## src/rtl/core/mrf_pkg.sv

```systemverilog
// Shared types, constants and the CRC-16 byte step for the Modbus RTU request framer.
package mrf_pkg;

  localparam logic [15:0] CRC_INIT      = 16'hFFFF;
  localparam logic [15:0] CRC_POLY      = 16'hA001;
  localparam logic [7:0]  FN_READ_HOLD  = 8'h03;
  localparam logic [7:0]  FN_WRITE_MULT = 8'h10;
  localparam logic [7:0]  WR_BYTE_COUNT = 8'h02;
  localparam logic [7:0]  WR_REG_COUNT  = 8'h01;
  localparam logic [7:0]  SLAVE_RESET   = 8'h01;

  localparam logic KIND_READ  = 1'b0;
  localparam logic KIND_WRITE = 1'b1;

  // Frame body (everything ahead of the CRC) is at most nine bytes.
  localparam int BODY_MAX = 9;
  localparam int IDX_W    = 4;
  localparam logic [IDX_W-1:0] BODY_LEN_READ  = 4'd6;
  localparam logic [IDX_W-1:0] BODY_LEN_WRITE = 4'd9;

  localparam int QUEUE_DEPTH = 2;

  typedef struct packed {
    logic        kind;
    logic [15:0] reg_address;
    logic [6:0]  register_count;
    logic [15:0] write_value;
  } req_t;

  typedef struct packed {
    logic [7:0] tx_byte;
    logic       last_byte;
  } res_t;

  // Classified request as held in the queue.
  typedef struct packed {
    logic [BODY_MAX-1:0][7:0] body;
    logic [IDX_W-1:0]         body_len;
  } job_t;

  typedef struct packed {
    logic full;
    logic empty;
  } q_status_t;

  function automatic logic [15:0] crc_byte(input logic [15:0] crc_in, input logic [7:0] b);
    logic [15:0] c;
    c = crc_in ^ {8'h00, b};
    for (int k = 0; k < 8; k++) begin
      c = c[0] ? ((c >> 1) ^ CRC_POLY) : (c >> 1);
    end
    return c;
  endfunction

endpackage

```

## src/rtl/core/mrf_front.sv

```systemverilog
// Front end: takes a request transaction and lays out its frame body for the queue.
module mrf_front (
  input  logic                 start,
  input  mrf_pkg::req_t        in_req,
  input  logic [7:0]           slave_addr,
  input  mrf_pkg::q_status_t   q_stat,
  output logic                 busy,
  output logic                 push,
  output mrf_pkg::job_t        job
);
  import mrf_pkg::*;

  assign busy = q_stat.full;
  assign push = start && !q_stat.full;

  always_comb begin
    job.body    = '0;
    job.body[0] = slave_addr;
    job.body[2] = in_req.reg_address[15:8];
    job.body[3] = in_req.reg_address[7:0];
    if (in_req.kind == KIND_WRITE) begin
      job.body[1]  = FN_WRITE_MULT;
      job.body[4]  = 8'h00;
      job.body[5]  = WR_REG_COUNT;
      job.body[6]  = WR_BYTE_COUNT;
      job.body[7]  = in_req.write_value[15:8];
      job.body[8]  = in_req.write_value[7:0];
      job.body_len = BODY_LEN_WRITE;
    end else begin
      job.body[1]  = FN_READ_HOLD;
      job.body[4]  = 8'h00;
      job.body[5]  = {1'b0, in_req.register_count};
      job.body_len = BODY_LEN_READ;
    end
  end

endmodule

```

## src/rtl/core/mrf_queue.sv

```systemverilog
// Small FIFO of classified requests between the front and back ends.
module mrf_queue #(
  parameter int DEPTH = mrf_pkg::QUEUE_DEPTH
) (
  input  logic               clk,
  input  logic               rst_n,
  input  logic               push,
  input  mrf_pkg::job_t      wr_job,
  input  logic               pop,
  output mrf_pkg::job_t      rd_job,
  output mrf_pkg::q_status_t q_stat
);
  import mrf_pkg::*;

  localparam int PW = (DEPTH > 1) ? $clog2(DEPTH) : 1;
  localparam int CW = $clog2(DEPTH + 1);

  job_t          mem_r [DEPTH];
  logic [PW-1:0] wr_ptr_r, wr_ptr_nxt;
  logic [PW-1:0] rd_ptr_r, rd_ptr_nxt;
  logic [CW-1:0] count_r, count_nxt;
  logic          do_push, do_pop;

  assign q_stat.full  = (count_r == CW'(DEPTH));
  assign q_stat.empty = (count_r == '0);
  assign do_push = push && !q_stat.full;
  assign do_pop  = pop && !q_stat.empty;
  assign rd_job  = mem_r[rd_ptr_r];

  always_comb begin
    wr_ptr_nxt = wr_ptr_r;
    rd_ptr_nxt = rd_ptr_r;
    count_nxt  = count_r;
    if (do_push) begin
      wr_ptr_nxt = (wr_ptr_r == PW'(DEPTH - 1)) ? '0 : wr_ptr_r + 1'b1;
    end
    if (do_pop) begin
      rd_ptr_nxt = (rd_ptr_r == PW'(DEPTH - 1)) ? '0 : rd_ptr_r + 1'b1;
    end
    if (do_push && !do_pop) begin
      count_nxt = count_r + 1'b1;
    end else if (do_pop && !do_push) begin
      count_nxt = count_r - 1'b1;
    end
  end

  always_ff @(posedge clk) begin
    if (!rst_n) begin
      wr_ptr_r <= '0;
      rd_ptr_r <= '0;
      count_r  <= '0;
    end else begin
      wr_ptr_r <= wr_ptr_nxt;
      rd_ptr_r <= rd_ptr_nxt;
      count_r  <= count_nxt;
    end
  end

  always_ff @(posedge clk) begin
    if (do_push) begin
      mem_r[wr_ptr_r] <= wr_job;
    end
  end

endmodule

```

## src/rtl/core/mrf_back.sv

```systemverilog
// Back end: shifts out one frame byte per cycle, folding each body byte into the CRC.
module mrf_back (
  input  logic               clk,
  input  logic               rst_n,
  input  mrf_pkg::q_status_t q_stat,
  input  mrf_pkg::job_t      q_job,
  output logic               pop,
  output logic               out_strobe,
  output mrf_pkg::res_t      out_res
);
  import mrf_pkg::*;

  job_t             job_r, job_nxt;
  logic [IDX_W-1:0] idx_r, idx_nxt;
  logic [15:0]      crc_r, crc_nxt;
  logic             active_r, active_nxt;
  logic             strobe_r;
  res_t             res_r, res_nxt;
  logic             in_body, crc_lo, frame_end;
  logic [7:0]       cur_byte;

  always_comb begin
    in_body   = (idx_r < job_r.body_len);
    crc_lo    = (idx_r == job_r.body_len);
    frame_end = active_r && !in_body && !crc_lo;
    if (in_body) begin
      cur_byte = job_r.body[idx_r];
    end else if (crc_lo) begin
      cur_byte = crc_r[7:0];
    end else begin
      cur_byte = crc_r[15:8];
    end
    res_nxt.tx_byte   = cur_byte;
    res_nxt.last_byte = frame_end;
  end

  // Next frame is loaded on the cycle of the previous CRC high byte, so frames run gap-free.
  always_comb begin
    pop        = (!active_r || frame_end) && !q_stat.empty;
    job_nxt    = job_r;
    idx_nxt    = idx_r;
    crc_nxt    = crc_r;
    active_nxt = active_r;
    if (pop) begin
      job_nxt    = q_job;
      idx_nxt    = '0;
      crc_nxt    = CRC_INIT;
      active_nxt = 1'b1;
    end else if (frame_end) begin
      active_nxt = 1'b0;
    end else if (active_r) begin
      idx_nxt = idx_r + 1'b1;
      if (in_body) begin
        crc_nxt = crc_byte(crc_r, cur_byte);
      end
    end
  end

  always_ff @(posedge clk) begin
    if (!rst_n) begin
      active_r <= 1'b0;
      strobe_r <= 1'b0;
    end else begin
      active_r <= active_nxt;
      strobe_r <= active_r;
    end
  end

  always_ff @(posedge clk) begin
    job_r <= job_nxt;
    idx_r <= idx_nxt;
    crc_r <= crc_nxt;
    res_r <= res_nxt;
  end

  assign out_strobe = strobe_r;
  assign out_res    = res_r;

endmodule

```

## src/rtl/core/modbus_rtu_request_framer_core.sv

```systemverilog
// Modbus RTU request framer top level: config register, front end, request queue, back end.
//
// A request is taken when start is high and busy is low; busy rises only when the request
// queue (QUEUE_DEPTH entries) is full. The back end emits one frame byte per clock on
// out_strobe, so a read frame is 8 bytes long and a write frame 11. The byte sequencer
// also folds each body byte into the CRC in the same cycle. Consecutive frames follow
// back to back. When the block is idle, an accepted request is written into the queue,
// then loaded into the back end's job register, and its first byte is strobed from the
// output register. Results are not flow-controlled: the receiver must take every byte in
// the cycle it is strobed. The slave address is sampled when a request is taken.
module modbus_rtu_request_framer_core #(
  parameter int QUEUE_DEPTH = mrf_pkg::QUEUE_DEPTH
) (
  input  logic               clk,
  input  logic               rst_n,
  input  logic               start,
  output logic               busy,
  input  mrf_pkg::req_t      in_req,
  output logic               out_strobe,
  output mrf_pkg::res_t      out_res,
  input  logic               cfg_we,
  input  logic [7:0]         cfg_wdata
);
  import mrf_pkg::*;

  logic [7:0] slave_r;
  logic       push, pop;
  job_t       fe_job, q_job;
  q_status_t  q_stat;

  always_ff @(posedge clk) begin
    if (!rst_n) begin
      slave_r <= SLAVE_RESET;
    end else if (cfg_we) begin
      slave_r <= cfg_wdata;
    end
  end

  mrf_front u_front (
    .start      (start),
    .in_req     (in_req),
    .slave_addr (slave_r),
    .q_stat     (q_stat),
    .busy       (busy),
    .push       (push),
    .job        (fe_job)
  );

  mrf_queue #(
    .DEPTH (QUEUE_DEPTH)
  ) u_queue (
    .clk    (clk),
    .rst_n  (rst_n),
    .push   (push),
    .wr_job (fe_job),
    .pop    (pop),
    .rd_job (q_job),
    .q_stat (q_stat)
  );

  mrf_back u_back (
    .clk        (clk),
    .rst_n      (rst_n),
    .q_stat     (q_stat),
    .q_job      (q_job),
    .pop        (pop),
    .out_strobe (out_strobe),
    .out_res    (out_res)
  );

  a_q_status_sane: assert property (@(posedge clk) disable iff (!rst_n)
    !(q_stat.full && q_stat.empty))
    else $error("queue reports full and empty together");

  a_accept_queued: assert property (@(posedge clk) disable iff (!rst_n)
    (start && !busy) |=> !q_stat.empty)
    else $error("accepted transaction did not reach the queue");

  a_last_not_alone: assert property (@(posedge clk) disable iff (!rst_n)
    (out_strobe && out_res.last_byte) |-> $past(out_strobe))
    else $error("frame end strobed without a preceding byte");

endmodule

```

## config.mk

```make
export PLATFORM = sky130hd
export DESIGN_NAME = modbus_rtu_request_framer_core
export DESIGN_NICKNAME = d
export VERILOG_FILES = /design/src/rtl/core/mrf_pkg.sv /design/src/rtl/core/mrf_front.sv /design/src/rtl/core/mrf_queue.sv /design/src/rtl/core/mrf_back.sv /design/src/rtl/core/modbus_rtu_request_framer_core.sv
export SDC_FILE = /design/constraint.sdc
export NUM_CORES = 1
export LEC_CHECK = 0
export BUFFER_PORTS_ARGS = -buffer_cell sky130_fd_sc_hd__buf_2
export CAP_MARGIN = 15
export CORE_MARGIN = 10
export CORE_UTILIZATION = 29
export DETAILED_ROUTE_END_ITERATION = 6
export HOLD_SLACK_MARGIN = 0.06
export PLACE_DENSITY = 0.52
export SYNTH_ARGS = -nofsm -noshare
export SYNTH_HDL_FRONTEND = slang
export SYNTH_SLANG_ARGS = --single-unit
```

## constraint.sdc

```tcl
create_clock -name clk -period 6.15 [get_ports clk]
set_input_delay 0.9225 -clock clk [delete_from_list [all_inputs] [get_ports clk]]
set_output_delay 0.9225 -clock clk [all_outputs]
set_load 0.01 [all_outputs]
```

---- Yosys cells after proc, flatten, opt, wreduce, memory -nomap -nowiden ----
Memory sizes are Yosys's and may differ from the RTL's. A register that Yosys moved wholly into a read port is not among the register bits.
Index checks and enable logic that the tools add are counted.
word-level totals
  register bits after elaboration ......... 59
  latch bits .............................. 0
  RAM bits ................................ 144
  ROM bits ................................ 0
  input port bits ......................... 52
  output and inout port bits .............. 11
  word-level logic and storage cells ...... 77
  memories kept ........................... 1
memories
  memory         words  width  rd ports  clocked after Yosys merged registers in  wr ports  RTL line         RTL
  u_queue.mem_r  2      72     1         1                                        1         mrf_queue.sv:18  job_t mem_r [DEPTH];
operators by class
  add/sub/neg operators ................... 5
  $mul .................................... 0
  divide/modulo/power cells ............... 0
  order comparisons ....................... 2
  eq/ne operators ......................... 2
  shifts and indexed selects .............. 0
  mux-type cells .......................... 24
  bitwise operators ....................... 10
  reduce and logical (&&, ||, !) cells .... 21
operators by type and width
  kind                                                                           count
  16-bit 2-to-1 mux                                                              8
  8-bit binary-select mux with 4-bit select                                      1
  24-bit 2-to-1 mux                                                              1
  8-bit 2-to-1 mux                                                               3
  2-bit NOT with 3-bit output                                                    8
  16-bit by 8-bit XOR with 16-bit output                                         1
  15-bit 2-to-1 mux                                                              1
  1-bit logical AND                                                              8
  1-bit logical NOT                                                              7
  1-bit 2-to-1 mux                                                               6
  4-bit by 5-bit less-than comparator with 1-bit output (second input constant)  1
  5-bit 2-to-1 mux                                                               1
  4-bit by 1-bit adder with 4-bit output (second input constant)                 1
  4-bit == test                                                                  1
  4-bit less-than comparator                                                     1
  2-bit 2-to-1 mux                                                               2
  4-bit 2-to-1 mux                                                               1
  2-bit nonzero test                                                             2
  3-bit AND reduction                                                            1
  1-bit adder (second input constant)                                            2
  2-bit by 1-bit adder with 2-bit output (second input constant)                 1
  2-bit == test (second input constant)                                          1
  2-bit logical NOT                                                              1
  2-bit AND reduction                                                            1
  other kinds (3)                                                                3

---- Longest topological paths before layout ----
Gate-level depths: netlist (run 1).
  depth in word-level cells ............... 20
  gate-level depth with buffers ........... 13

---- Hierarchy ----
Synthesis (run 1) repeated with hierarchy kept, for this count alone.
second synthesis, totals
  cells, all modules ...................... 701
  area total of the unflattened synthesis .. 11240.8 um^2
modules (own cells, without submodules)
  module                          instances  cells each  area each (um^2)  seq. area each (um^2)
  mrf_queue                       1          261         5721.7            4664.5
  mrf_back                        1          334         4643.2            2902.8
  mrf_front                       1          81          576.8             0.0
  modbus_rtu_request_framer_core  1          25          299.0             160.2

---- Worst setup path after synthesis (run 1) ----
OpenSTA, ideal clock, no wires.
  path type ............................... in2reg
  start point ............................. input port start
  end point ............................... memory u_queue.mem_r[0][10] in the netlist's numbering, enable pin
  setup time .............................. 0.457 ns
  arrival ................................. 3.076 ns
  path slack .............................. 2.617 ns
  stages on the path ...................... 2
  path through ............................ nand2_1 -> nor2_1
on the way
  cells in the longest elaborated chain, start to end .. 4
ends and longest elaborated chain
  item                                    RTL line                              RTL
  from (decl)                             modbus_rtu_request_framer_core.sv:16  input logic start,
  1-bit logical AND                       mrf_front.sv:14                       assign push = start && !q_stat.full;
  1-bit logical AND                       mrf_queue.sv:26                       assign do_push = push && !q_stat.full;
  1-bit 2-to-1 mux                        mrf_queue.sv:60                       if (do_push) begin
  1-bit 2-to-1 mux (implied by the code)  mrf_queue.sv:61                       mem_r[wr_ptr_r] <= wr_job;
  to (decl)                               mrf_queue.sv:18
Every way passes these cells.

---- Final worst setup path (run 1) ----
  start point ............................. register u_back.idx_r[2]
  end point ............................... register u_queue.count_r[1]
on the way
  cells in the longest elaborated chain, start to end .. 10
ends and longest elaborated chain
  item                                                           RTL line         RTL
  from (decl)                                                    mrf_back.sv:14   logic [IDX_W-1:0] idx_r, idx_nxt;
  from (signal assigned)                                         mrf_back.sv:71   idx_r <= idx_nxt;
  4-bit less-than comparator                                     mrf_back.sv:23   in_body = (idx_r < job_r.body_len);
  1-bit logical NOT                                              mrf_back.sv:25   frame_end = active_r && !in_body && !crc_lo;
  1-bit logical AND                                              mrf_back.sv:25
  1-bit logical AND *                                            mrf_back.sv:25
  1-bit logical OR *                                             mrf_back.sv:39   pop = (!active_r || frame_end) && !q_stat.empty;
  1-bit logical AND *                                            mrf_back.sv:39
  1-bit logical AND *                                            mrf_queue.sv:27  assign do_pop = pop && !q_stat.empty;
  1-bit logical NOT                                              mrf_queue.sv:40  if (do_push && !do_pop) begin
  1-bit logical AND                                              mrf_queue.sv:40
  2-bit 2-to-1 mux / 2-bit nonzero test (equally long branches)  n/a
  to (signal assigned)                                           mrf_queue.sv:55  count_r <= count_nxt;
  to (decl)                                                      mrf_queue.sv:21  logic [CW-1:0] count_r, count_nxt;
Every way passes the cells marked *; elsewhere a longest branch is shown, timed or not.
A chain may end at the register's enable or synchronous reset.

==> results of run 1 <==
[flip-flops by register name (all words and copies together), names as in the netlist]
signal             flops
u_back.idx_r           4
u_back.crc_r          16
slave_r                8
u_queue.rd_ptr_r       1
u_back.active_r        1
u_queue.mem_r         98
u_back.out_res         9
u_queue.count_r        2
u_queue.wr_ptr_r       1
u_back.job_r          49
u_back.out_strobe      1
[layout make-up]
class | count | area (µm²) | share of cell area (%)
clock buffer | 20 | 467 | 5.15
multi-input combinational | 307 | 2400 | 26.5
sequential | 190 | 5280 | 58.2
tap | 341 | 427 | 4.71
inverter | 8 | 30.0 | 0.331
clock inverter | 12 | 111 | 1.23
timing repair buffer | 67 | 348 | 3.84
[stage by stage]
step	setup slack, ns	cells	total power [W]	hold slack, ns	area, µm²
final	1.87	945	0.00483	0.459	9060
after detailed placement	1.43	912	0.00381	0.447	8480
after CTS	1.41	944	0.00489	0.464	9050
after floorplan	2.62	531	0.00335	0.425	7830
after global routing	1.53	945	0.00515	0.474	9060
after global placement	1.59	912	0.00377	0.441	8480
[worst paths after layout]
kind	start	end	slack, ns	cells after the start
worst max-delay path	u_back.idx_r[2]	u_queue.count_r[1]	1.87	10
worst min-delay path	slave_r[4]	u_queue.mem_r[1][8]	0.46	0
worst max register to register	u_back.idx_r[2]	u_queue.count_r[1]	1.87	10
worst min register to register	slave_r[4]	u_queue.mem_r[1][8]	0.46	0
[layer usage]
layer / global-route usage, % / part of all wire, % / vias up / wire length, µm
met4: 3.93 / 2.1 / 0 / 333
met2: 15.9 / 49 / 84 / 7790
met5: 0 / 0 / - / 0
met3: 2.56 / 3.9 / 20 / 615
li1: - / - / 2100 / -
met1: 11.8 / 45 / 2067 / 7030
[worst max-delay path: stages (launching register included)]
cell      delay [ns]
dfxtp_1         0.87
ha_1            0.29
nand4_1         0.62
o311a_1         0.41
nand2_1         0.34
nand2_1         0.23
o21ai_1         0.34
buf_4           0.27
ha_1            0.27
or3_1           0.37
a21boi_0        0.18
[cell families (layout without fill, tap and decap cells)]
family | Yosys count | in the layout
DFF | 190 | 190
and+or+nand+nor | 127 | 127
muxes | 84 | 84
AOI/OAI and AO/OA | 72 | 72
buffers and inverters | 34 | 107
xor gates and xnor gates | 18 | 18
adders and majority gates | 6 | 6
[power breakdown]
group          leakage [nW]  total (W)  internal, W  switching [W]
registers              1.75    0.00202      0.00183       0.000195
clock network         0.281    0.00105     0.000593       0.000461
logic                  1.28    0.00175     0.000779       0.000976
total                  3.31    0.00483      0.00320        0.00163
[layout by cell type (no fill, tap or decap), types with 3 or more instances in the layout]
master and n:
nor2_1 5, nand3_1 14, a21oi_1 15, o211ai_1 6, buf_4 5, clkinv_4 3
clkbuf_16 17, mux2i_1 25, nand2_1 47, o21ai_0 15, edfxtp_1 147, mux2_2 56
and2_1 22, a22oi_1 7, xor2_1 4, inv_1 7, nor3_1 3, ha_1 6
and3_1 4, o21ai_1 5, xnor2_1 12, dfxtp_1 42, buf_2 62, clkbuf_8 3
nor2b_1 15
==> results.cfg, run 1 <==
[cells_and_area]
nNetsFinal = 649
num-fill-cells = 2618
antenna_cells = 0
fin_util_pct = 33.9
drive_above_1_share_pct = 28.3
areaGrowthSynthToFinish_pct = 15.7

[logic_synthesis]
synth_compound_area_share_pct = 6.98
synth_top_family_by_area = multiplexers
ys_types = 61
synth.cells.most_frequent = 147 x edfxtp_1, 56 x mux2_2, 47 x nand2_1, 43 x dfxtp_1, 25 x mux2i_1
synth_area_um2 = 7830
synth_edf_count = 147
yosysSeqAreaShare_pct = 67.4
yosys_warnings = 0
synthArstFlopShare_pct = 0
synthAdderAreaFrac_pct = 0.959
synth.most_common_cell = edfxtp_1
synthFlopType = edfxtp_1
syn_area_per_cell_um2 = 14.7
syn_nets = 589
netlist.area_leader.share_pct = 56.4
yosys.area.top_type = edfxtp_1
synthSimpleGateAreaFrac_pct = 8.47
synth_xor_area_share_pct = 2.30
synthMuxAreaShare_pct = 11.9
synth_seq_cells = 190
netlist_instances = 531
synthTopCellsByArea = edfxtp_1 56%, dfxtp_1 11%, mux2_2 8.1%

[global_route]
grt_pass1_vias = 4600
antenna_found_initial = 0
grt_max_degree = 53
track_usage_pct = 9.68
grt-ovfl-total = 0
grt_pass1_wl_um = 25200

[clock_tree]
htreeDepth = 4
cts_buffers = 17
clk_pin_slew_worst_paths_ns = 0.07
clockBufferDepth = 2
cts_tree = built
cts_hold_buf = 0
post_cts_buffers = 0
clkLatencyLatePin_ns = 0.43
postCtsResizedCells = 0
clock-sinks = 190
root_buffer = clkbuf_16

[critical_path]
cp.arrival_ns = 4.62
crit_type = register to register
startpoint_type = register
crit_path_end_kind = register
required_ns = 6.49
crit_fanout = 21

[hold_path]
hold_class = register to register

[timing]
rsz0062_at_grt = false
worstMarginPinSlew_ns = 1.07
slew_headroom_pct = 28.9
fin_crit_ns = 4.28
setup_viol = 0
skew_ns = 0.0136
hold_viol = 0
drv_slew = 0
fin_crit_sh_pct = 69.6
clock.fmax_ghz = 0.234
fin_tns_setup_ns = 0

[placement]
dp_hpwl_um = 10900
port_buffers = 62
place_congestion = 0.801

[drt]
remaining_drc_errors = 0
totalWireLength_um = 15800
num_vias = 4271
via_per_inst = 4.52
wl_per_cell_um = 16.7
drt-pass1-iter-count = 4
ant_nets = 0
drtIter0Drc = 244

[flow_run]
maxCapViolations = 0

[floorplan]
die_h_um = 184
ioPinCount = 63
core_area_um2 = 26700
placement_rows = 60
start_util_pct = 29.3
fp.dieW_um = 184
die_area_um2 = 34000

[pwr]
ir_worst_vdd_v = 0.000311
powerDensity_nw_per_um2 = 533
power_leakage_nw = 3.31

[status]
outcome = finished clean
Note: power is estimated with default switching activity, not from simulation.
==> run 2: changes to the inputs <==
Settings changed: PLACE_DENSITY 0.52 to 0.53.
Clock period 6.15 ns to 3.9 ns, I/O delays scaled along.
==> run 2 against run 1 <==
Compared with the run above: via count up 1.7%; clock skew up 0.0011 ns; sequential share of layout area down 0.72 points; sequential power up 56%; clock-buffer cell count down 3; routed wire length up 0.34%; first-iteration DRC count up 20%; non-clock buffer count up 4; fmax up 19%; power up 62%; setup slack worse by 1.6 ns; critical endpoint is now u_back.crc_r[0].
==> results.cfg, run 2 (same netlist as run 1, synthesis figures left out) <==
[timing]
hold_viol = 0
fin_tns_setup_ns = 0
clock.fmax_ghz = 0.277
rsz0062_at_grt = false
setup_viol = 0
skew_ns = 0.0147
drv_slew = 0
fin_crit_sh_pct = 92.6
fin_crit_ns = 3.61
whs_ns = 0.332
slew_headroom_pct = 46.2
worstMarginPinSlew_ns = 0.805

[floorplan]
ioPinCount = 63
fp.dieW_um = 184
die_area_um2 = 34000
core_area_um2 = 26700
placement_rows = 60
start_util_pct = 29.3
die_h_um = 184

[critical_path]
critPathLaunch = u_back.idx_r[0]
endpoint = u_back.crc_r[0]
startpoint_type = register
required_ns = 4.19
crit_path_end_kind = register
cp.arrival_ns = 3.90
rr_endpoint = u_back.crc_r[0]
rr_startpoint = u_back.idx_r[0]
crit_type = register to register
r2r_cells = 11
ff2ff_setup_slack_ns = 0.29
crit_fanout = 16

[cells_and_area]
drive_above_1_share_pct = 29.1
areaGrowthSynthToFinish_pct = 17.2
top_register = u_queue.mem_r
num-fill-cells = 2632
final_common_cell = edfxtp_1
final_cell_count_no_fill = 949
layout_common_cells = 147 x edfxtp_1, 62 x buf_2, 56 x mux2_2, 47 x nand2_1, 42 x dfxtp_1
largest_register_ffs = 98
antenna_cells = 0
multi_input_area_um2 = 2400
nNetsFinal = 653
top_regs = u_queue.mem_r (98), u_back.job_r (49), u_back.crc_r (16)
seq_area_um2 = 5280
fin_util_pct = 34.3

[pwr]
power_leakage_nw = 3.37
ir_worst_vdd_v = 0.000528
powerDensity_nw_per_um2 = 852
p_total_w = 0.00782

[drt]
ant_nets = 0
remaining_drc_errors = 0
num_vias = 4345
drtIter0Drc = 293
wl_per_cell_um = 16.7
totalWireLength_um = 15800
drt-pass1-iter-count = 4
via_per_inst = 4.58

[status]
outcome = finished clean

[global_route]
grt_pass1_vias = 4616
grt_max_degree = 51
grt-ovfl-total = 0
grt_pass1_wl_um = 25400
antenna_found_initial = 0
track_usage_pct = 9.59

[clock_tree]
htreeDepth = 4
clk_pin_slew_worst_paths_ns = 0.08
cts_hold_buf = 0
clkLatencyLatePin_ns = 0.44
clockBufferDepth = 2
post_cts_buffers = 0
clock-sinks = 190
cts_buffers = 17
postCtsResizedCells = 0
cts_tree = built
root_buffer = clkbuf_16

[flow_run]
maxCapViolations = 0

[placement]
place_inst = 917
port_buffers = 62
dp_hpwl_um = 10600
place_congestion = 0.770

[hold_path]
hold_class = input pin to register
-- run 2: cell types whose count changed in the layout (fill, tap and decap cells not counted), sizes merged --
cell      before  now
buf           67   71
clkinv         7    4
clkinvlp       2    1
clkbuf        20   17
bufinv         1    3
inv           10   15
-- run 2: power breakdown --
group | internal, W | switching (W) | leakage [nW]
clock | 0.00105 | 0.000817 | 0.315
combinational | 0.00126 | 0.00153 | 1.30
sequential | 0.00287 | 0.000292 | 1.75
total | 0.00518 | 0.00263 | 3.37
-- run 2: critical path, cell delays in order, from the launching register on --
cell and delay, ns:
dfxtp_1 0.70, inv_1 0.17, ha_1 0.33, nand4_1 0.13
o311a_1 0.22, nand2_1 0.30, o221a_2 0.39, a21oi_1 0.25
xnor2_1 0.20, xnor3_2 0.52, xor2_1 0.19, o21ai_1 0.07
-- run 2: final cells by class --
class	count	share of cell area, %
flip-flops and latches	190	57.5
multi-input cells	307	26.2
well taps	341	4.65
clock buffers	17	4.64
repair buffers	71	4.25
clock inverters	15	2.44
inverters	8	0.327
-- run 2: how the worst min path moves through the flow --
| stage | end | startpoint | cells past startpoint | slack (ns) |
|---|---|---|---|---|
| 4_1_cts | u_queue.mem_r[1][23] | in_req[37] | 1 | 0.31 |
| 3_5_place_dp | u_queue.mem_r[1][6] | slave_r[2] | 0 | 0.45 |
| 3_3_place_gp | u_queue.mem_r[0][4] | slave_r[0] | 0 | 0.44 |
| 2_1_floorplan | u_queue.mem_r[0][10] | slave_r[6] | 0 | 0.42 |
| 6_report | u_queue.mem_r[1][23] | in_req[37] | 1 | 0.33 |
| 5_1_grt | u_queue.mem_r[0][23] | in_req[37] | 1 | 0.31 |
-- run 2: metrics by stage --
step | area (µm²) | setup slack [ns]
floorplan | 7830 | 0.705
global placement | 8530 | 0.514
detailed placement | 8530 | 0.362
CTS | 9180 | 0.353
global route | 9180 | 0.121
finish | 9180 | 0.290
-- run 2: per-layer routing --
layer / GRT usage (%) / wire [µm] / vias to the layer above
li1: - / - / 2108
met1: 12.1 / 7310 / 2140
met2: 15.5 / 7680 / 83
met3: 2.56 / 619 / 14
met4: 3.51 / 214 / 0
met5: 0 / 0 / -
==> run 3: changes to the inputs <==
Settings changed: CORE_MARGIN 10 to 2, GPL_ROUTABILITY_DRIVEN set to 0.
==> run 3 against run 2 <==
Compared with the run above: die area down 17%; power decreased by 2.9%; routed wire length shrank 4.4%; flip-flop and latch count did not move; cell count rose by 0.11%; first-iteration DRC count fell by 16%; critical endpoint unchanged; largest cell class unchanged; largest power group unchanged.
==> results.cfg, run 3 (same netlist as run 1, synthesis figures left out) <==
[status]
outcome = finished clean

[critical_path]
rr_endpoint = u_back.crc_r[0]
ff2ff_setup_slack_ns = 0.58
crit_fanout = 12
cp.arrival_ns = 3.61
r2r_cells = 10
startpoint_type = register
required_ns = 4.19
crit_type = register to register
slowest_delay_ns = 0.58
slowest_stage = dfxtp_1
rr_startpoint = u_back.idx_r[2]
cp_cell_sequence = ha_1 -> nand4_1 -> o311a_1 -> nand2_1 -> o221a_2 -> a21oi_1 -> xnor2_1 -> xnor3_2 -> xor2_1 -> o21ai_1
crit_path_end_kind = register

[timing]
skew_ns = 0.0156
drv_slew = 0
setup_viol = 0
fin_crit_sh_pct = 85.1
rsz0062_at_grt = false
hold_viol = 0
clock.fmax_ghz = 0.301
fin_tns_setup_ns = 0
worstMarginPinSlew_ns = 1.09
finalWorstSetupSlack_ns = 0.579
fin_crit_ns = 3.32
slew_headroom_pct = 27.6

[cells_and_area]
largest_register_ffs = 98
drive_above_1_share_pct = 28.9
antenna_cells = 0
top_register = u_queue.mem_r
layout_common_cells = 147 x edfxtp_1, 62 x buf_2, 56 x mux2_2, 47 x nand2_1, 42 x dfxtp_1
nNetsFinal = 654
areaGrowthSynthToFinish_pct = 15.9
top_regs = u_queue.mem_r (98), u_back.job_r (49), u_back.crc_r (16)
final_common_cell = edfxtp_1

[clock_tree]
cts_hold_buf = 0
clk_pin_slew_worst_paths_ns = 0.07
root_buffer = clkbuf_16
cts_buffers = 17
clkLatencyLatePin_ns = 0.43
clockBufferDepth = 2
postCtsResizedCells = 0
htreeDepth = 4
post_cts_buffers = 0
clock-sinks = 190
cts_tree = built

[pwr]
powerDensity_nw_per_um2 = 836
ir_worst_vdd_v = 0.000386
power_leakage_nw = 3.31

[placement]
port_buffers = 62
dp_hpwl_um = 10200
dp_slack_ns = 0.704

[global_route]
grt_pass1_vias = 4631
track_usage_pct = 11.2
grt_pass1_wl_um = 24800
antenna_found_initial = 0
grt_max_degree = 53
grt-ovfl-total = 0

[drt]
ant_nets = 0
drt-pass1-iter-count = 5
wl_per_cell_um = 15.9
num_vias = 4345
totalWireLength_um = 15100
remaining_drc_errors = 0
via_per_inst = 4.57
drtIter0Drc = 247

[flow_run]
maxCapViolations = 0

[floorplan]
die_h_um = 168
ioPinCount = 63
core_area_um2 = 26700
placement_rows = 60
die_area_um2 = 28300
start_util_pct = 29.3
fp.dieW_um = 168

[hold_path]
min-delay-start = in_req[29]
hold_class = input pin to register
min_to = u_queue.mem_r[1][31]
holdPathStages = 1
-- run 3: worst max-delay path, delay by kind of cell (launching register included) --
kind | cells | cell delay [ns]
fa+ha+maj | 1 | 0.33
compound gates | 4 | 0.90
xor+xnor | 3 | 0.96
flops | 1 | 0.58
simple gates | 2 | 0.41
-- run 3: report_power, final --
part	internal (W)	switching (W)	leakage [nW]
Combinational	0.00125	0.00155	1.31
Sequential	0.00288	0.000293	1.75
Clock	0.000833	0.000777	0.256
Total	0.00497	0.00262	3.31
-- run 3: cell type report --
class                      count  area [µm²]
fill                        2629       17600
sequential                   190        5280
multi-input combinational    307        2400
clock buffer                  19         433
tap                          341         427
timing repair buffer          72         398
clock inverter                13         109
inverter                       8        30.0
-- run 3: worst max path at each step --
stage | from | to | slack (ns) | cells past startpoint
finish | u_back.idx_r[2] | u_back.crc_r[0] | 0.58 | 10
global route | u_back.idx_r[1] | u_back.crc_r[0] | 0.37 | 10
CTS | u_back.idx_r[2] | u_back.crc_r[0] | 0.63 | 10
detailed placement | u_back.idx_r[2] | u_back.crc_r[15] | 0.70 | 10
global placement | u_back.idx_r[2] | u_back.crc_r[15] | 0.78 | 10
floorplan | start | u_queue.mem_r[0][10] | 0.70 | 2
-- run 3: per-stage QoR --
step / area [µm²] / cells / hold slack [ns] / total power [W] / utilization [%]
3_3_place_gp: 8510 / 917 / 0.443 / 0.00591 / 31.9
4_1_cts: 9060 / 949 / 0.324 / 0.00765 / 33.9
3_5_place_dp: 8510 / 917 / 0.453 / 0.00598 / 31.9
5_1_grt: 9080 / 950 / 0.318 / 0.00806 / 34.0
2_1_floorplan: 7830 / 531 / 0.425 / 0.00529 / -
6_report: 9080 / 950 / 0.341 / 0.00759 / 34.0
-- run 3: per-layer routing --
layer	up-vias	track usage [%]	part of all wire, %
li1	2113	-	-
met1	2124	14.5	46
met2	89	18.4	48
met3	19	3.08	4.6
met4	0	3.41	1.7
met5	-	0	0
